===== src/hdl/vae_pkg.sv =====
package vae_pkg;

    // Input item kinds
    typedef enum logic [1:0] {
        MODE_FRAME      = 2'd0,
        MODE_SPEAK_START = 2'd1,
        MODE_SPEAK_DONE = 2'd2,
        MODE_INTERRUPT  = 2'd3
    } t_mode;

    // Agent phase codes as seen on the result port
    localparam logic [1:0] PH_IDLE   = 2'd0;
    localparam logic [1:0] PH_LISTEN = 2'd1;
    localparam logic [1:0] PH_THINK  = 2'd2;
    localparam logic [1:0] PH_SPEAK  = 2'd3;

    // Register map
    localparam int          CFG_IDX_W       = 3;
    localparam int          CFG_DATA_W      = 16;
    localparam logic [2:0]  CFG_SCORE_THR   = 3'd0;
    localparam logic [2:0]  CFG_ENERGY_THR  = 3'd1;
    localparam logic [2:0]  CFG_MIN_RUN     = 3'd2;
    localparam logic [2:0]  CFG_HANGOVER    = 3'd3;
    localparam logic [2:0]  CFG_MAX_UTT     = 3'd4;
    localparam logic [2:0]  CFG_BARGE_EN    = 3'd5;

    // Register reset values
    localparam logic [15:0] RST_SCORE_THR  = 16'd32768;
    localparam logic [15:0] RST_ENERGY_THR = 16'd655;
    localparam logic [7:0]  RST_MIN_RUN    = 8'd3;
    localparam logic [9:0]  RST_HANGOVER   = 10'd30;
    localparam logic [15:0] RST_MAX_UTT    = 16'd1500;
    localparam logic        RST_BARGE_EN   = 1'b1;

endpackage


===== src/hdl/voice_activity_endpointer.sv =====
// Voice activity endpointer. Each transaction on the input channel is an audio
// frame (speech when both score and energy reach their thresholds) or an
// external event (speak start, speak done, interrupt); each produces exactly
// one result transaction with the agent phase after the item, start/end/barge-in
// pulses and the current utterance length. Throughput is one item per clock
// while results are taken: an input register feeds a single stage of compare
// and counter logic whose result is held in an output register. While a result
// waits, the input register takes one more item and then the input stalls until
// the result is taken. Configuration writes are accepted every cycle and must
// only be issued while no item is in flight.
module voice_activity_endpointer (
    input  logic        i_clk,
    input  logic        i_rst_n,
    // item input
    input  logic        i_in_valid,
    output logic        o_in_ready,
    input  logic [1:0]  i_mode,
    input  logic [15:0] i_vad_score,
    input  logic [15:0] i_frame_energy,
    // result output
    output logic        o_out_valid,
    input  logic        i_out_ready,
    output logic [1:0]  o_agent_state,
    output logic        o_speech_start,
    output logic        o_speech_end,
    output logic        o_barge_in,
    output logic [15:0] o_utterance_length,
    // configuration writes
    input  logic        i_cfg_valid,
    output logic        o_cfg_ready,
    input  logic [vae_pkg::CFG_IDX_W-1:0]  i_cfg_index,
    input  logic [vae_pkg::CFG_DATA_W-1:0] i_cfg_data
);

    typedef enum logic [1:0] {
        ST_IDLE   = vae_pkg::PH_IDLE,
        ST_LISTEN = vae_pkg::PH_LISTEN,
        ST_THINK  = vae_pkg::PH_THINK,
        ST_SPEAK  = vae_pkg::PH_SPEAK
    } t_phase;

    // configuration registers
    logic [15:0] r_score_thr;
    logic [15:0] r_energy_thr;
    logic [7:0]  r_min_run;
    logic [9:0]  r_hangover;
    logic [15:0] r_max_utt;
    logic        r_barge_en;

    // input register
    logic        r_in_valid;
    logic [1:0]  r_mode;
    logic [15:0] r_score;
    logic [15:0] r_energy;

    // endpointer state
    t_phase      r_phase,  n_phase;
    logic [7:0]  r_speech_run, n_speech_run;
    logic [9:0]  r_silence_run, n_silence_run;
    logic [15:0] r_utt_cnt, n_utt_cnt;

    // result register
    logic        r_out_valid;
    logic        r_start, n_start;
    logic        r_end,   n_end;
    logic        r_barge, n_barge;

    logic        w_advance;
    logic        w_speech;
    logic [7:0]  w_run_inc;
    logic [9:0]  w_sil_next;
    logic [15:0] w_utt_inc;

    assign w_advance  = r_in_valid && (!r_out_valid || i_out_ready);
    assign o_in_ready = !r_in_valid || w_advance;
    assign o_cfg_ready = 1'b1;

    // configuration write
    always_ff @(posedge i_clk) begin
        if (!i_rst_n) begin
            r_score_thr  <= vae_pkg::RST_SCORE_THR;
            r_energy_thr <= vae_pkg::RST_ENERGY_THR;
            r_min_run    <= vae_pkg::RST_MIN_RUN;
            r_hangover   <= vae_pkg::RST_HANGOVER;
            r_max_utt    <= vae_pkg::RST_MAX_UTT;
            r_barge_en   <= vae_pkg::RST_BARGE_EN;
        end else if (i_cfg_valid && o_cfg_ready) begin
            unique case (i_cfg_index)
                vae_pkg::CFG_SCORE_THR:  r_score_thr  <= i_cfg_data;
                vae_pkg::CFG_ENERGY_THR: r_energy_thr <= i_cfg_data;
                vae_pkg::CFG_MIN_RUN:    r_min_run    <= i_cfg_data[7:0];
                vae_pkg::CFG_HANGOVER:   r_hangover   <= i_cfg_data[9:0];
                vae_pkg::CFG_MAX_UTT:    r_max_utt    <= i_cfg_data;
                vae_pkg::CFG_BARGE_EN:   r_barge_en   <= i_cfg_data[0];
                default: ;
            endcase
        end
    end

    // input register
    always_ff @(posedge i_clk) begin
        if (!i_rst_n) begin
            r_in_valid <= 1'b0;
        end else if (o_in_ready) begin
            r_in_valid <= i_in_valid;
        end
        if (i_in_valid && o_in_ready) begin
            r_mode   <= i_mode;
            r_score  <= i_vad_score;
            r_energy <= i_frame_energy;
        end
    end

    // frame classification and saturating increments
    assign w_speech  = (r_score >= r_score_thr) && (r_energy >= r_energy_thr);
    assign w_run_inc = (r_speech_run == 8'hFF) ? r_speech_run : r_speech_run + 8'd1;
    assign w_utt_inc = (r_utt_cnt == 16'hFFFF) ? r_utt_cnt : r_utt_cnt + 16'd1;
    assign w_sil_next = w_speech ? 10'd0 :
                        ((r_silence_run == 10'h3FF) ? r_silence_run
                                                     : r_silence_run + 10'd1);

    // next state for the item in the input register
    always_comb begin
        n_phase       = r_phase;
        n_speech_run  = r_speech_run;
        n_silence_run = r_silence_run;
        n_utt_cnt     = r_utt_cnt;
        n_start       = 1'b0;
        n_end         = 1'b0;
        n_barge       = 1'b0;
        unique case (vae_pkg::t_mode'(r_mode))
            vae_pkg::MODE_FRAME: begin
                unique case (r_phase)
                    ST_IDLE: begin
                        if (w_speech) begin
                            n_speech_run = w_run_inc;
                            if (w_run_inc >= r_min_run) begin
                                n_phase       = ST_LISTEN;
                                n_speech_run  = 8'd0;
                                n_silence_run = 10'd0;
                                n_utt_cnt     = 16'd0;
                                n_start       = 1'b1;
                            end
                        end else begin
                            n_speech_run = 8'd0;
                        end
                    end
                    ST_LISTEN: begin
                        n_utt_cnt     = w_utt_inc;
                        n_silence_run = w_sil_next;
                        if (w_sil_next >= r_hangover || w_utt_inc >= r_max_utt) begin
                            n_phase       = ST_THINK;
                            n_silence_run = 10'd0;
                            n_speech_run  = 8'd0;
                            n_end         = 1'b1;
                        end
                    end
                    default: begin
                        // thinking or speaking: only a barge-in run matters
                        if (r_barge_en && w_speech) begin
                            n_speech_run = w_run_inc;
                            if (w_run_inc >= r_min_run) begin
                                n_phase       = ST_LISTEN;
                                n_speech_run  = 8'd0;
                                n_silence_run = 10'd0;
                                n_utt_cnt     = 16'd0;
                                n_start       = 1'b1;
                                n_barge       = 1'b1;
                            end
                        end else begin
                            n_speech_run = 8'd0;
                        end
                    end
                endcase
            end
            vae_pkg::MODE_SPEAK_START: n_phase = ST_SPEAK;
            vae_pkg::MODE_SPEAK_DONE: begin
                if (r_phase == ST_SPEAK) begin
                    n_phase = ST_IDLE;
                end
            end
            vae_pkg::MODE_INTERRUPT: begin
                n_phase       = ST_IDLE;
                n_speech_run  = 8'd0;
                n_silence_run = 10'd0;
                n_utt_cnt     = 16'd0;
            end
            default: ;
        endcase
    end

    // state and result register
    always_ff @(posedge i_clk) begin
        if (!i_rst_n) begin
            r_phase       <= ST_IDLE;
            r_speech_run  <= 8'd0;
            r_silence_run <= 10'd0;
            r_utt_cnt     <= 16'd0;
            r_out_valid   <= 1'b0;
        end else begin
            if (w_advance) begin
                r_phase       <= n_phase;
                r_speech_run  <= n_speech_run;
                r_silence_run <= n_silence_run;
                r_utt_cnt     <= n_utt_cnt;
                r_out_valid   <= 1'b1;
            end else if (i_out_ready) begin
                r_out_valid   <= 1'b0;
            end
        end
        if (w_advance) begin
            r_start <= n_start;
            r_end   <= n_end;
            r_barge <= n_barge;
        end
    end

    assign o_out_valid        = r_out_valid;
    assign o_agent_state      = r_phase;
    assign o_speech_start     = r_start;
    assign o_speech_end       = r_end;
    assign o_barge_in         = r_barge;
    assign o_utterance_length = r_utt_cnt;

    // a start always lands in listening with a cleared length
    a_start_listen: assert property (@(posedge i_clk) disable iff (!i_rst_n)
        (o_out_valid && o_speech_start) |->
            (o_agent_state == vae_pkg::PH_LISTEN && o_utterance_length == 16'd0))
        else $error("speech_start without entering listening");

    // an end always lands in thinking
    a_end_think: assert property (@(posedge i_clk) disable iff (!i_rst_n)
        (o_out_valid && o_speech_end) |-> (o_agent_state == vae_pkg::PH_THINK))
        else $error("speech_end without entering thinking");

    // barge-in is a kind of start
    a_barge_start: assert property (@(posedge i_clk) disable iff (!i_rst_n)
        (o_out_valid && o_barge_in) |-> (o_speech_start && !o_speech_end))
        else $error("barge_in without speech_start");

    // a stalled result must not be overwritten
    a_hold_result: assert property (@(posedge i_clk) disable iff (!i_rst_n)
        (o_out_valid && !i_out_ready) |=>
            (o_out_valid && $stable(o_agent_state) && $stable(o_utterance_length)))
        else $error("result changed while stalled");

endmodule

===== config.mk =====
export PLATFORM = sky130hd
export DESIGN_NAME = voice_activity_endpointer
export DESIGN_NICKNAME = d
export VERILOG_FILES = /design/src/hdl/vae_pkg.sv /design/src/hdl/voice_activity_endpointer.sv
export SDC_FILE = /design/constraint.sdc
export NUM_CORES = 1
export LEC_CHECK = 0
export BUFFER_PORTS_ARGS = -buffer_cell sky130_fd_sc_hd__buf_2
export CAP_MARGIN = 20
export CORE_AREA = 2 2 140 142
export DETAILED_ROUTE_END_ITERATION = 10
export DIE_AREA = 0 0 142 144
export SYNTH_ARGS = -nofsm -noshare
export SYNTH_HDL_FRONTEND = slang
export SYNTH_SLANG_ARGS = --single-unit

===== constraint.sdc =====
create_clock -name i_clk -period 4.4 [get_ports i_clk]
set_input_delay 0.22 -clock i_clk [delete_from_list [all_inputs] [get_ports i_clk]]
set_output_delay 0.22 -clock i_clk [all_outputs]
set_load 0.005 [all_outputs]

* Word-level counts from Yosys, hierarchy flattened
Cells that the tools add are included.
** Storage, ports and cells
- Flip-flop bits (word level) :: 142
** Cells by class
- Multiplexer cells :: 35
- Bitwise logic cells :: 1
- Equal/unequal tests :: 17
- Magnitude comparators :: 5
- $add $sub $neg :: 3
- Reduce and logical (&&, ||, !) cells :: 25
** Operator list (count)
- two-way mux 16 bit :: 4
- one-hot mux 16 bit (2 select lines) :: 2
- two-way mux 10 bit :: 6
- >= comparator 16 bit :: 3
- two-way mux 8 bit :: 5
- one-hot mux 10 bit (2 select lines) :: 2
- one-hot mux 8 bit (2 select lines) :: 2
- adder 16 x 1 -> 16 bit (second input constant) :: 1
- equality test 16 bit (second input constant) :: 1
- AND reduction 2 bit :: 7
- adder 10 x 1 -> 10 bit (second input constant) :: 1
- equality test 10 bit (second input constant) :: 1
- >= comparator 10 bit :: 1
- two-way mux 2 bit :: 5
- adder 8 x 1 -> 8 bit (second input constant) :: 1
- equality test 8 bit (second input constant) :: 1
- >= comparator 8 bit :: 1
- one-hot mux 2 bit (4 select lines) :: 1
- equality test 2 bit (second input constant) :: 3
- equality test 3 x 2 -> 1 bit (second input constant) :: 2
- equality test 3 bit (second input constant) :: 2
- two-way mux 1 bit :: 6
- inequality test 3 bit (second input constant) :: 2
- AND reduction 5 bit :: 1
- 16 further kinds :: 25

* Longest topological paths before layout
- Word-level depth :: 8
- Depth in mapped cells :: 18

* Worst setup path before layout
OpenSTA, ideal clock, no wires.
- Kind :: register to register
- Start :: reg r_energy[15]
- End :: reg r_speech_run[0]
- Required time :: 4285 ps
- Data arrival time :: 3769 ps
- Stages on the path, launching flop included :: 18
- Path slack :: 516 ps
- Cells stage by stage :: edfxtp_1 > ha_1 > and4_1 > nand4_1 > or4_1 > nand3_2 > and2_0 > buf_2 > a21oi_1 > ha_1 > nand4_1 > nor3_1 > o31ai_1 > o2111a_1 > a31oi_1 > clkbuf_1 > a21boi_0 > o21a_1
** On the way
- Longest elaborated chain between the ends :: 7
** RTL lines
- start: declaration :: RTL line voice_activity_endpointer.sv:54 : logic [15:0] r_energy;
- start signal: assignment :: RTL line voice_activity_endpointer.sv:110 : r_energy <= i_frame_energy;
- >= comparator 16 bit * :: RTL line voice_activity_endpointer.sv:115 : assign w_speech = (r_score >= r_score_thr) && (r_energy >= r_energy_thr);
- logical AND 1 bit * :: RTL line voice_activity_endpointer.sv:115
- two-way mux 10 bit :: RTL line voice_activity_endpointer.sv:118 : assign w_sil_next = w_speech ? 10'd0 :
- >= comparator 10 bit :: RTL line voice_activity_endpointer.sv:151 : if (w_sil_next >= r_hangover || w_utt_inc >= r_max_utt) begin
- logical OR 1 bit :: RTL line voice_activity_endpointer.sv:151
- inequality test 3 bit (no source line)
- AND reduction 3 bit (no source line)
- end signal: assignment :: RTL line voice_activity_endpointer.sv:203 : r_speech_run <= n_speech_run;
- end: declaration :: RTL line voice_activity_endpointer.sv:58 : logic [7:0] r_speech_run, n_speech_run;
Mark *: on every way between the ends. The rest lies on a longest branch, timed or not.
A chain may end at the register's enable or synchronous reset.

* Worst setup path after layout
- Start :: reg r_energy[15]
- End :: reg r_speech_run[3]
Same word-level chain as after synthesis.

==> flow_summary.ini <==
[run_status]
status = complete, no violations

[sta]
finalCritPeriodShare_pct = 93.9
fmax_ghz = 0.242
setup_violations = 0
tightest_slew_ns = 0.754
timing.setup.tns_ns = 0
slew_violations = 0
relSlewSlack_pct = 49.7
period_needed_ns = 4.13
finalHoldViolations = 0
rsz0062_at_grt = false
skew_ns = 0.00798

[floorplanning]
die_h_um = 144
std_cell_rows = 51
initial_utilization_pct = 39.2
coreArea_um2 = 19100
die_area_um2 = 20400
die_w_um = 142
ios = 82

[logic_synthesis]
synthXorXnorAreaFrac_pct = 2.69
muxShareOfSynthArea_pct = 1.24
yosysUniqueCellTypes = 60
syn_area_um2 = 7490
synthCells = 864
synth_top_family_by_area = simple AND/OR/NAND/NOR gates
synth-compound-area-share_pct = 15.0
ys_seq_area_share_pct = 42.9
synth_flop_cell = dfxtp_1
yosysWarnings = 0
ys_seq_elements = 142
avgSynthCellArea_um2 = 8.67
syn-num-nets = 996
synthAdderAreaFrac_pct = 12.4
synthSimpleGateAreaFrac_pct = 20.2
synthArstFlopShare_pct = 0
synth_edf_count = 37

[setup_path]
path_delay_family = simple AND/OR/NAND/NOR gates
startpoint = r_energy[15]$_DFFE_PP_
worstSetupPathType = register to register
max_stage_delay_ns = 0.57
reg2reg_from = r_energy[15]$_DFFE_PP_
rr_worst_depth = 17
critPathSlowestCell = or4_1
worstPathMaxFanout = 10
crit_chain = ha_1 -> and4_1 -> nand4_1 -> or4_1 -> nand3_2 -> and2_2 -> buf_4 -> nor2_1 -> ha_1 -> a21oi_1 -> o22ai_1 -> a2111oi_1 -> o2111a_2 -> a31oi_1 -> buf_4 -> nand2b_1 -> a21oi_1
path_buf_inv = 2
worstPathRequired_ns = 4.74
start_kind = register
worst-path-stages = 17
crit_path_end_kind = register
cp.arrival_ns = 4.47

[global_route]
grt_pass1_vias = 5813
gr-usage-all-layers_pct = 18.5
grt_pass1_wl_um = 29600
grt_max_degree = 58
antenna_found_initial = 2
overflow = 0

[clock_network]
clock-root-buffer = clkbuf_16
tritoncts = yes
insertion_delay_ns = 0.42
cts_buffer_depth = 2
cts_made_buffers = 17
clk_pin_slew_ns = 0.06
clock_sinks = 142
htree_levels = 4

[drt]
drt_first_pass_iters = 5
avgViaCountPerCell = 5.06
wl_per_cell_um = 14.6
drt_wl_total_um = 18000
drc_errors = 0
ant_nets = 0
via_count = 6232
drtIter0Drc = 287

[cells_and_area]
drive_gt1_share_pct = 14.3
final_util_pct = 47.7
finalNetCount = 1111
seqCellArea_um2 = 3210
area_growth_pct = 21.4
stdcell_count = 1231
layout_commonest_cell = nand2_1
design_area_um2 = 9090
multi_input_area_um2 = 3870
final_cell_mix = nand2_1, dfxtp_1, a21oi_1
fillers = 1825

[hold_path]
holdCritPathClass = input pin to register
hold_depth = 3
min_from = i_in_valid

[place]
place_congestion = 0.801
io_buffers = 80
place_inst = 1164
dpl_cell_area_um2 = 8160
dp_hpwl_um = 12800

[run]
maxCapViolCount = 0

[power]
cellPowerDensity_nw_per_um2 = 336
power.leakage_nw = 3.73
ir_drop_uv = 270
[flip-flops by register name, summed over array words and instances, names as in the netlist]
register	cells
r_silence_run	10
r_barge_en	1
r_score_thr	16
r_in_valid	1
o_utterance_length	16
o_barge_in	1
r_max_utt	16
o_agent_state	2
o_speech_start	1
r_min_run	8
r_energy	16
r_score	16
o_out_valid	1
r_mode	2
r_energy_thr	16
o_speech_end	1
r_speech_run	8
r_hangover	10
[cell families (layout without fill, tap and decap cells)]
family                   count (synthesis)  in the layout
other                                    1              2
flip-flops                             142            142
AO/OA/AOI/OAI                          182            182
XOR/XNOR                                23             23
adder cells (fa/ha/maj)                 74             74
AND/OR/NAND/NOR                        327            327
multiplexers                             9              9
buffers and inverters                  106            234
[path summary, 6_finish.rpt]
check / end / slack (ns)
setup / recovery: r_speech_run[3]$_SDFFE_PN0P_ / 0.27
hold / removal: r_in_valid$_SDFFE_PN0N_ / 0.02
setup reg to reg: r_speech_run[3]$_SDFFE_PN0P_ / 0.27
hold reg to reg: r_hangover[7]$_SDFFE_PN0P_ / 0.45
[cell type report]
cell class / instances / share of cell area [%]
Multi-Input combinational cell: 616 / 42.5
Sequential cell: 142 / 35.3
Timing Repair Buffer: 130 / 9.47
Clock buffer: 23 / 5.50
Tap cell: 238 / 3.28
Inverter: 72 / 2.97
Clock inverter: 9 / 0.894
Antenna cell: 1 / 0.0275
[metrics by stage]
stage | hold WS, ns | power [mW] | setup slack (ns)
3_3_place_gp | 0.397 | 1.65 | 0.257
5_1_grt | 0.0482 | 3.19 | 0.0300
3_5_place_dp | 0.398 | 1.66 | 0.139
4_1_cts | 0.00649 | 3.08 | 0.102
2_1_floorplan | 0.319 | 1.56 | 0.516
6_report | 0.0211 | 3.06 | 0.271
[report_power, final]
part           internal [mW]  switching, mW  total, mW  leakage [nW]
combinational          0.107          0.150      0.257          2.23
clock                  0.858          0.548       1.41         0.287
sequential              1.38         0.0159       1.40          1.21
total                   2.34          0.714       3.06          3.73
[worst register-to-register path, stage by stage (launching register included)]
cell	delay, ns
edfxtp_1	0.37
ha_1	0.32
and4_1	0.24
nand4_1	0.13
or4_1	0.57
nand3_2	0.19
and2_2	0.24
buf_4	0.20
nor2_1	0.09
ha_1	0.18
a21oi_1	0.11
o22ai_1	0.09
a2111oi_1	0.29
o2111a_2	0.31
a31oi_1	0.21
buf_4	0.24
nand2b_1	0.15
a21oi_1	0.12
[repair_timing]
item                                    CTS  global route
hold buffers                             34             0
gates resized for setup                   0             6
setup buffers                             0             0
endpoints found under the setup margin    0            17
endpoints found under the hold margin    34             0
[Yosys cell counts (all sizes together), types with 11 or more instances]
cell / instances / share of area, %
edfxtp: 37 / 15
a31oi: 11 / 1.0
nand3: 33 / 2.3
ha: 74 / 12
nand4: 20 / 1.8
and3: 11 / 0.92
inv: 72 / 3.6
nand2b: 15 / 1.3
dfxtp: 105 / 28
o211ai: 22 / 2.2
a21oi: 87 / 5.8
clkbuf: 26 / 1.3
xnor2: 16 / 1.9
nor2: 37 / 1.9
nand2: 172 / 8.7
o21ai: 26 / 1.7
[routing by layer]
layer  up-vias  track usage [%]  part of all wire (%)
li1       3233                -                     -
met4         2             5.37                   1.1
met5         -                0                 0.072
met1      2843             24.8                    48
met2       136             30.1                    47
met3        18             4.27                   3.9
No activity file was read; power rests on OpenSTA's default activity.
